--- src/hdl/rmd_pkg.sv ---
// Shared types and constants for the record marking deframer.
`timescale 1ns / 1ps

package rmd_pkg;

    localparam int unsigned LEN_W   = 31;
    localparam int unsigned MARK_W  = 24;
    localparam int unsigned CNT_W   = 2;
    localparam int unsigned KIND_W  = 3;

    localparam logic [LEN_W-1:0] MAX_LEN_RESET = 31'd65536;
    localparam logic [CNT_W-1:0] MARK_LAST_CNT = 2'd3;

    // Result kinds
    localparam logic [KIND_W-1:0] KIND_PAYLOAD   = 3'd0;
    localparam logic [KIND_W-1:0] KIND_EMPTY     = 3'd1;
    localparam logic [KIND_W-1:0] KIND_BREAK     = 3'd2;
    localparam logic [KIND_W-1:0] KIND_BAD_MARK  = 3'd3;
    localparam logic [KIND_W-1:0] KIND_TOO_LARGE = 3'd4;

    typedef struct packed {
        logic [MARK_W-1:0] marker_bytes;
        logic [CNT_W-1:0]  marker_count;
        logic [LEN_W-1:0]  bytes_left;
        logic              failed;
    } rmd_state_t;

    typedef struct packed {
        logic              valid;
        logic [KIND_W-1:0] kind;
        logic [7:0]        data_byte;
        logic              last;
    } rmd_result_t;

endpackage

--- src/hdl/rmd_step.sv ---
// Per-byte framing logic: next state and optional result for one byte.
`timescale 1ns / 1ps

module rmd_step
(
    input  rmd_pkg::rmd_state_t          state_cur,
    input  logic [7:0]                   in_byte,
    input  logic [rmd_pkg::LEN_W-1:0]    max_len,
    output rmd_pkg::rmd_state_t          state_nxt,
    output rmd_pkg::rmd_result_t         result
);
    import rmd_pkg::*;

    logic [31:0]      marker;
    logic [LEN_W-1:0] len;

    assign marker = {state_cur.marker_bytes, in_byte};
    assign len    = marker[LEN_W-1:0];

    // Decide what this byte is: dropped after a failure, payload, marker byte or marker completion
    always_comb
    begin
        state_nxt = state_cur;
        result    = '0;

        if (state_cur.failed)
        begin
            // latched failure: byte dropped
        end
        else if (state_cur.bytes_left != '0)
        begin
            state_nxt.bytes_left = state_cur.bytes_left - LEN_W'(1);
            result.valid     = 1'b1;
            result.kind      = KIND_PAYLOAD;
            result.data_byte = in_byte;
            result.last      = (state_cur.bytes_left == LEN_W'(1));
        end
        else if (state_cur.marker_count != MARK_LAST_CNT)
        begin
            state_nxt.marker_bytes = {state_cur.marker_bytes[MARK_W-9:0], in_byte};
            state_nxt.marker_count = state_cur.marker_count + CNT_W'(1);
        end
        else
        begin
            state_nxt.marker_bytes = '0;
            state_nxt.marker_count = '0;
            if (marker == 32'd0)
            begin
                state_nxt.failed = 1'b1;
                result.valid     = 1'b1;
                result.kind      = KIND_BREAK;
            end
            else if (!marker[31])
            begin
                state_nxt.failed = 1'b1;
                result.valid     = 1'b1;
                result.kind      = KIND_BAD_MARK;
            end
            else if (len > max_len)
            begin
                state_nxt.failed = 1'b1;
                result.valid     = 1'b1;
                result.kind      = KIND_TOO_LARGE;
            end
            else if (len == '0)
            begin
                result.valid = 1'b1;
                result.kind  = KIND_EMPTY;
                result.last  = 1'b1;
            end
            else
            begin
                state_nxt.bytes_left = len;
            end
        end
    end

endmodule

--- src/hdl/record_marking_deframer.sv ---
// Top level of the record marking deframer: framing state, result register.
//
//  Channel  | Signals                               | Direction
//  ---------+---------------------------------------+----------
//  input    | in_valid, in_ready, in_byte           | in
//  result   | out_valid, out_ready, kind,           | out
//           | data_byte, last                       |
//  config   | cfg_we, cfg_data                      | in
//
// One byte per cycle unless the output stalls: each transaction passes through
// the step logic into the result register. in_ready is high whenever the result
// register is empty or is being emptied in the same cycle, so a stall on the
// output holds the input only once a result is waiting. Reset clears the
// framing state, the failure latch and the result register, and loads the
// maximum length with 65536.
`timescale 1ns / 1ps

module record_marking_deframer
(
    input  logic                          clk,
    input  logic                          rst_n,
    input  logic                          in_valid,
    output logic                          in_ready,
    input  logic [7:0]                    in_byte,
    output logic                          out_valid,
    input  logic                          out_ready,
    output logic [rmd_pkg::KIND_W-1:0]    kind,
    output logic [7:0]                    data_byte,
    output logic                          last,
    input  logic                          cfg_we,
    input  logic [rmd_pkg::LEN_W-1:0]     cfg_data
);
    import rmd_pkg::*;

    rmd_state_t       st_reg;
    rmd_state_t       st_next;
    rmd_result_t      res_next;
    rmd_result_t      out_reg;
    logic [LEN_W-1:0] max_len_reg;
    logic             in_acc;

    assign in_ready = !out_reg.valid || out_ready;
    assign in_acc   = in_valid && in_ready;

    rmd_step u_step
    (
        .state_cur (st_reg),
        .in_byte   (in_byte),
        .max_len   (max_len_reg),
        .state_nxt (st_next),
        .result    (res_next)
    );

    // Maximum length register
    always_ff @(posedge clk or negedge rst_n)
    begin
        if (!rst_n)
            max_len_reg <= MAX_LEN_RESET;
        else if (cfg_we)
            max_len_reg <= cfg_data;
    end

    // Framing state
    always_ff @(posedge clk or negedge rst_n)
    begin
        if (!rst_n)
            st_reg <= '0;
        else if (in_acc)
            st_reg <= st_next;
    end

    // Result register
    always_ff @(posedge clk or negedge rst_n)
    begin
        if (!rst_n)
            out_reg <= '0;
        else if (in_acc)
            out_reg <= res_next;
        else if (out_ready)
            out_reg.valid <= 1'b0;
    end

    assign out_valid = out_reg.valid;
    assign kind      = out_reg.kind;
    assign data_byte = out_reg.data_byte;
    assign last      = out_reg.last;

    // Failure latch never clears outside reset
    a_failed_sticky: assert property (@(posedge clk) disable iff (!rst_n)
        st_reg.failed |=> st_reg.failed)
        else $error("failure latch cleared");

    // Payload count and marker gathering are exclusive
    a_left_no_marker: assert property (@(posedge clk) disable iff (!rst_n)
        (st_reg.bytes_left != '0) |-> (st_reg.marker_count == '0))
        else $error("marker bytes gathered during payload");

    // A break or error result is always accompanied by the failure latch
    a_fail_result: assert property (@(posedge clk) disable iff (!rst_n)
        (out_reg.valid && (out_reg.kind == KIND_BREAK ||
                           out_reg.kind == KIND_BAD_MARK ||
                           out_reg.kind == KIND_TOO_LARGE)) |-> st_reg.failed)
        else $error("error result without failure latch");

    // Once failed and drained, no further results appear
    a_failed_silent: assert property (@(posedge clk) disable iff (!rst_n)
        (st_reg.failed && !out_reg.valid) |=> !out_reg.valid)
        else $error("result produced in failed state");

    // Non-payload results carry a zero data byte
    a_data_zero: assert property (@(posedge clk) disable iff (!rst_n)
        (out_reg.valid && out_reg.kind != KIND_PAYLOAD) |-> (out_reg.data_byte == 8'd0))
        else $error("data byte set on non-payload result");

endmodule
--- config.mk ---
export PLATFORM = sky130hd
export DESIGN_NAME = record_marking_deframer
export DESIGN_NICKNAME = d
export VERILOG_FILES = /design/src/hdl/rmd_pkg.sv /design/src/hdl/rmd_step.sv /design/src/hdl/record_marking_deframer.sv
export SDC_FILE = /design/constraint.sdc
export NUM_CORES = 1
export LEC_CHECK = 0
export BUFFER_PORTS_ARGS = -buffer_cell sky130_fd_sc_hd__clkbuf_2
export CAP_MARGIN = 20
export CORE_ASPECT_RATIO = 1.1
export CORE_MARGIN = 4
export CORE_UTILIZATION = 40
export DETAILED_ROUTE_END_ITERATION = 16
export PLACE_DENSITY_LB_ADDON = 0.25
export SETUP_SLACK_MARGIN = 0.05
export SLEW_MARGIN = 20
export SYNTH_ARGS = -nofsm -noshare
export SYNTH_HDL_FRONTEND = slang
export SYNTH_SLANG_ARGS = --single-unit
--- constraint.sdc ---
create_clock -name clk -period 4.1 [get_ports clk]
set_input_delay 0.82 -clock clk [delete_from_list [all_inputs] [get_ports clk]]
set_output_delay 0.82 -clock clk [all_outputs]
set_load 0.02 [all_outputs]
==> impl_metrics.env, run 1 <==
export IMPL_arrival_ns=3.55
export IMPL_yosysTopAreaCell="dfrtp_1"
export IMPL_fin_ws_ns=0.816
export IMPL_netlist_area_um2=5550
export IMPL_core_area_um2=13400
export IMPL_drc=0
export IMPL_die_w_um=120
export IMPL_die_h_um=132
export IMPL_hold_end="st_reg[31]$_DFFE_PN0P_"
export IMPL_h_tree_depth=3
export IMPL_drt_iter0_markers=327
export IMPL_setup_tns_ns=0
export IMPL_io_pins=58
export IMPL_nets=736
export IMPL_clockBufferDepth=2
export IMPL_holdCritStartpoint="st_reg[31]$_DFFE_PN0P_"
export IMPL_pre_cts_ws_ns=0.725
export IMPL_synthArstFlopShare=1.00
export IMPL_crit_required_ns=4.37
export IMPL_period_share=0.801
export IMPL_synth_cell_types=53
export IMPL_place_gp_congestion=0.902
export IMPL_area_growth_pct=14.5
export IMPL_min_period_ns=3.28
export IMPL_multi_input_area_um2=2680
export IMPL_yosysTopAreaCellShare=0.456
export IMPL_crit_reg2reg_launch="st_reg[1]$_DFFE_PN0P_"
export IMPL_r2r_end="st_reg[39]$_DFFE_PN0P_"
export IMPL_cts_tree="done"
export IMPL_hold_buffers=0
export IMPL_dp_hpwl_mm=10.4
export IMPL_finalWirelength_mm=14.6
export IMPL_wl_per_cell_um=17.2
export IMPL_avgSynthCellArea_um2=9.02
export IMPL_worstMarginPinSlew_ns=0.887
export IMPL_worst_setup_path_end_kind="flip-flop"
export IMPL_numCtsBuffers=9
export IMPL_root_buffer="clkbuf_16"
export IMPL_grt_pass1_wl_mm=24.6
export IMPL_leakagePower_nw=2.86
export IMPL_status="finished clean"
export IMPL_max_freq_ghz=0.304
export IMPL_synth_nets=693
export IMPL_post_cts_setup_buffers=0
export IMPL_slew_headroom=0.408
export IMPL_grt_max_degree=82
export IMPL_dieArea_um2=15800
export IMPL_reg2regPathDepth=9
export IMPL_finalClockSkew_ns=0.00750
export IMPL_start_util=0.415
export IMPL_clkLatencyLatePin_ns=0.36
export IMPL_dr_pass1_iters=5
export IMPL_rsz0062_at_grt="no"
export IMPL_grt_usage=0.192
export IMPL_max_cap_violations=0
export IMPL_ys_seq_area_frac=0.460
export IMPL_power_density_nw_per_um2=441
export IMPL_crit_path_start_kind="flip-flop"
export IMPL_largest_register_ffs=58
export IMPL_cts_num_sinks=102
export IMPL_hold_violations=0
export IMPL_rrSetupSlack_ns=0.82
export IMPL_antenna_found_initial=0
export IMPL_netlist_instances=615
export IMPL_hp_class="reg2reg"
export IMPL_ant_nets=0
export IMPL_register_area_um2=2550
export IMPL_vdd_drop_max_uv=161
export IMPL_final_common_cell="dfrtp_1"
export IMPL_synth_seq_cells=102
export IMPL_cp_max_fo=15
export IMPL_layout_common_cells="dfrtp_1 (101), nand2_1 (60), clkbuf_2 (56), o21ai_0 (54), o21ai_1 (50)"
export IMPL_nFillCells=1292
export IMPL_synth_area_leaders="dfrtp_1 (46%), ha_1 (7.7%), o21ai_0 (4.9%)"
export IMPL_post_cts_resized=0
export IMPL_clk_pin_slew_worst_paths_ns=0.07
export IMPL_setup_violations=0
export IMPL_yosys_warnings=0
export IMPL_timing_worst_setup_path_type="reg2reg"
export IMPL_portBuffers=57
export IMPL_holdPathStages=2
export IMPL_rows=44
export IMPL_via_count=4882
export IMPL_synthFlopType="dfrtp_1"
export IMPL_overflow=0
export IMPL_viasPerCell=5.76
export IMPL_grt_pass1_vias=4830
export IMPL_synth_enable_flop_cells=0
export IMPL_drv_slew=0
export IMPL_drive_gt1_frac=0.143
export IMPL_antenna_cells=0
-- final cells by class --
class	count	share of cell area
clock buffer	9	0.0355
clock inverter	7	0.0164
inverter	45	0.0266
multi-input combinational	432	0.422
sequential	102	0.402
tap	184	0.0362
timing repair buffer	68	0.0609
-- report_power, final --
group          leakage [nW]  switching (mW)  internal (mW)  total (mW)
Combinational          1.42           0.344          0.222       0.566
Clock                 0.161           0.413          0.544       0.957
Sequential             1.27           0.135           1.15        1.28
-- cell families (layout without fill, tap and decap cells) --
group / count (synthesis) / in the layout / share of synthesized area
AO/OA/AOI/OAI: 205 / 205 / 0.224
multiplexers: 3 / 3 / 0.00609
adder cells (fa/ha/maj): 34 / 34 / 0.0767
AND/OR/NAND/NOR: 190 / 190 / 0.174
buffers and inverters: 81 / 129 / 0.0584
flip-flops: 102 / 102 / 0.460
-- critical path: stages, from the launching register on --
cell      delay (ns)
dfrtp_1         0.41
inv_1           0.12
ha_1            0.24
or3b_1          0.44
or4_4           0.59
or3_1           0.53
nor2_4          0.40
buf_4           0.26
nand3b_1        0.10
o21ai_0         0.10
-- stage by stage --
stage	area (um2)	std cells	utilization	hold WS [ns]	total power [mW]
CTS	6350	847	0.474	0.480	2.81
global route	6350	847	0.475	0.510	2.97
floorplan	5550	615	-	0.440	1.65
global placement	6020	831	0.450	0.456	1.84
finish	6350	847	0.475	0.482	2.80
detailed placement	6020	831	0.450	0.464	1.86
-- how the worst max path moves through the flow --
stage,slack [ns],cells after the start,from,endpoint
after global routing,0.64,9,st_reg[1]$_DFFE_PN0P_,st_reg[41]$_DFFE_PN0P_
after floorplan,0.95,8,out_ready,st_reg[16]$_DFFE_PN0P_
final,0.82,9,st_reg[1]$_DFFE_PN0P_,st_reg[39]$_DFFE_PN0P_
after detailed placement,0.73,10,in_byte[2],st_reg[16]$_DFFE_PN0P_
after CTS,0.84,9,st_reg[1]$_DFFE_PN0P_,st_reg[39]$_DFFE_PN0P_
after global placement,0.78,10,in_byte[2],st_reg[16]$_DFFE_PN0P_
-- layer usage --
metal | GRT usage | up-vias | wire length (um)
met2 | 0.312 | 158 | 6960
met5 | 0 | - | 0
met1 | 0.259 | 2378 | 6570
li1 | - | 2314 | -
met4 | 0.0863 | 0 | 403
met3 | 0.0206 | 32 | 648
-- synth_stat cells (4+ instances only) --
library cell / instances
inv_1: 45
nor4_1: 13
o41ai_1: 12
nor3_1: 17
dfrtp_1: 101
or4_1: 5
nor2_1: 38
a31oi_1: 6
nand3b_1: 16
a32oi_1: 4
nand2_1: 60
or2_2: 4
nand3_1: 6
o21ai_1: 50
clkbuf_1: 20
buf_2: 13
ha_1: 34
or3_1: 6
a22o_1: 12
o21ai_0: 54
a21oi_1: 33
nand4_1: 9
a22oi_1: 12
Power figures use the tool's default switching activity.
==> run 2, diff against run 1 <==
clock period = 3.3 ns   (was 4.1 ns; I/O delays follow)
==> run 2 against run 1 <==
Against the previous run:
- combinational power rose by 25%
- routed wire length rose by 2.2%
- worst setup slack got worse by 0.56 ns
- sequential share of layout area fell by 0.31 points
- global-route usage rose by 0.18 points
- fmax rose by 7.8%
- count of clock-buffer cells in the layout rose by 5
- sequential power rose by 25%
- design area rose by 0.77%
- critical path type unchanged
==> impl_metrics.env, run 2 (synthesis gave the netlist of run 1 again) <==
export IMPL_power_total_mw=3.27
export IMPL_layout_common_cells="dfrtp_1 (101), nand2_1 (60), clkbuf_2 (56), o21ai_0 (54), o21ai_1 (50)"
export IMPL_max_cap_violations=0
export IMPL_die_h_um=132
export IMPL_cts_num_sinks=102
export IMPL_path_delay_family="simple AND/OR/NAND/NOR gates"
export IMPL_finalWirelength_mm=14.9
export IMPL_hold_ws_ns=0.356
export IMPL_path_cells="inv_1, ha_2, or3b_4, or4_4, or3_1, buf_4, nor2_4, buf_4, nand3b_1, o21ai_1"
export IMPL_min_period_ns=3.05
export IMPL_register_area_um2=2550
export IMPL_rows=44
export IMPL_wl_per_cell_um=17.4
export IMPL_io_pins=58
export IMPL_antenna_found_initial=0
export IMPL_vdd_drop_max_uv=217
export IMPL_root_buffer="clkbuf_16"
export IMPL_largest_register_ffs=58
export IMPL_arrival_ns=3.32
export IMPL_post_cts_setup_buffers=0
export IMPL_power_switching_mw=1.04
export IMPL_die_w_um=120
export IMPL_viasPerCell=5.69
export IMPL_slew_headroom=0.379
export IMPL_numCtsBuffers=9
export IMPL_startpoint="st_reg[1]$_DFFE_PN0P_"
export IMPL_leakagePower_nw=2.87
export IMPL_crit_reg2reg_launch="st_reg[1]$_DFFE_PN0P_"
export IMPL_clkLatencyLatePin_ns=0.35
export IMPL_dr_pass1_iters=5
export IMPL_overflow=0
export IMPL_area_growth_pct=15.4
export IMPL_drv_slew=0
export IMPL_seqPwrFrac=0.488
export IMPL_rsz0062_at_grt="no"
export IMPL_ant_nets=0
export IMPL_antenna_cells=0
export IMPL_period_share=0.923
export IMPL_crit_path_start_kind="flip-flop"
export IMPL_rrSetupSlack_ns=0.25
export IMPL_worst_setup_path_end_kind="flip-flop"
export IMPL_internal_power_mw=2.23
export IMPL_dieArea_um2=15800
export IMPL_place_gp_congestion=0.879
export IMPL_multi_input_area_um2=2690
export IMPL_max_freq_ghz=0.328
export IMPL_hold_violations=0
export IMPL_cp_buffers_inverters=3
export IMPL_grt_max_degree=62
export IMPL_via_count=4867
export IMPL_finalClockSkew_ns=0.00833
export IMPL_r2r_end="st_reg[44]$_DFFE_PN0P_"
export IMPL_nFillCells=1285
export IMPL_grt_pass1_wl_mm=24.8
export IMPL_grt_usage=0.194
export IMPL_timing_worst_setup_path_type="reg2reg"
export IMPL_slowest_stage="or4_4"
export IMPL_final_common_cell="dfrtp_1"
export IMPL_clk_pin_slew_worst_paths_ns=0.07
export IMPL_fin_ws_ns=0.252
export IMPL_nets=744
export IMPL_reg2regPathDepth=10
export IMPL_dp_hpwl_mm=10.7
export IMPL_status="finished clean"
export IMPL_h_tree_depth=3
export IMPL_drc=0
export IMPL_switching_share=0.319
export IMPL_cp_max_fo=26
export IMPL_crit_required_ns=3.57
export IMPL_clockBufferDepth=2
export IMPL_pre_cts_ws_ns=0.0867
export IMPL_start_util=0.415
export IMPL_grt_pass1_vias=4745
export IMPL_hp_class="in2async"
export IMPL_drive_gt1_frac=0.151
export IMPL_core_area_um2=13400
export IMPL_setup_violations=0
export IMPL_dp_cells=838
export IMPL_clock_power_share=0.295
export IMPL_worstMarginPinSlew_ns=0.931
export IMPL_drt_iter0_markers=357
export IMPL_cp_common_cell="buf_4"
export IMPL_setup_tns_ns=0
export IMPL_power_density_nw_per_um2=511
export IMPL_combPwrFrac=0.217
export IMPL_portBuffers=57
export IMPL_crit_path_max_incr_delay_ns=0.59
export IMPL_stdcell_count=855
export IMPL_cts_tree="done"
-- run 2: cell types whose count changed in the layout (fill, tap and decap cells not counted), sizes merged --
cell,change
clkbuf,+6
clkinv,-1
bufinv,-2
inv,-3
clkinvlp,+1
buf,+7
-- run 2: worst max-delay path by stage --
stage,slack (ns),end,cells past startpoint
2_1_floorplan,0.31,st_reg[16]$_DFFE_PN0P_,8
6_report,0.25,st_reg[44]$_DFFE_PN0P_,10
3_3_place_gp,0.10,last$_DFFE_PN0P_,10
4_1_cts,0.16,st_reg[19]$_DFFE_PN0P_,11
3_5_place_dp,0.09,last$_DFFE_PN0P_,10
5_1_grt,0.07,st_reg[57]$_DFFE_PN0P_,10
-- run 2: final cells by class --
| cell class | count | area share |
|---|---|---|
| Multi-Input combinational cell | 432 | 0.421 |
| Tap cell | 184 | 0.0360 |
| Clock buffer | 14 | 0.0381 |
| Timing Repair Buffer | 76 | 0.0778 |
| Inverter | 45 | 0.0264 |
| Sequential cell | 102 | 0.399 |
| Clock inverter | 2 | 0.00196 |
-- run 2: repair_timing --
| item | CTS | global route |
|---|---|---|
| endpoints found under the setup margin | 0 | 28 |
| hold buffers | 0 | 0 |
| resized for setup | 0 | 3 |
-- run 2: metal layers --
| layer | GRT usage | vias up | routed length, um |
|---|---|---|---|
| li1 | - | 2332 | - |
| met1 | 0.256 | 2352 | 6390 |
| met2 | 0.329 | 163 | 7360 |
| met3 | 0.0241 | 20 | 871 |
| met4 | 0.0693 | 0 | 279 |
| met5 | 0 | - | 0 |
-- run 2: through the flow --
| step | util | instance area [um2] |
|---|---|---|
| after floorplan | - | 5550 |
| after global placement | 0.457 | 6110 |
| after detailed placement | 0.457 | 6110 |
| after CTS | 0.476 | 6360 |
| after global routing | 0.478 | 6400 |
| final | 0.478 | 6400 |
-- run 2: power groups by stage --
stage          Combinational (mW)  Sequential, mW  Clock [mW]
2_1_floorplan               0.471            1.58           0
6_report                    0.709            1.60       0.965
3_5_place_dp                0.697            1.61           0
5_1_grt                     0.807            1.62        1.05
3_3_place_gp                0.676            1.61           0
4_1_cts                     0.699            1.59       0.985
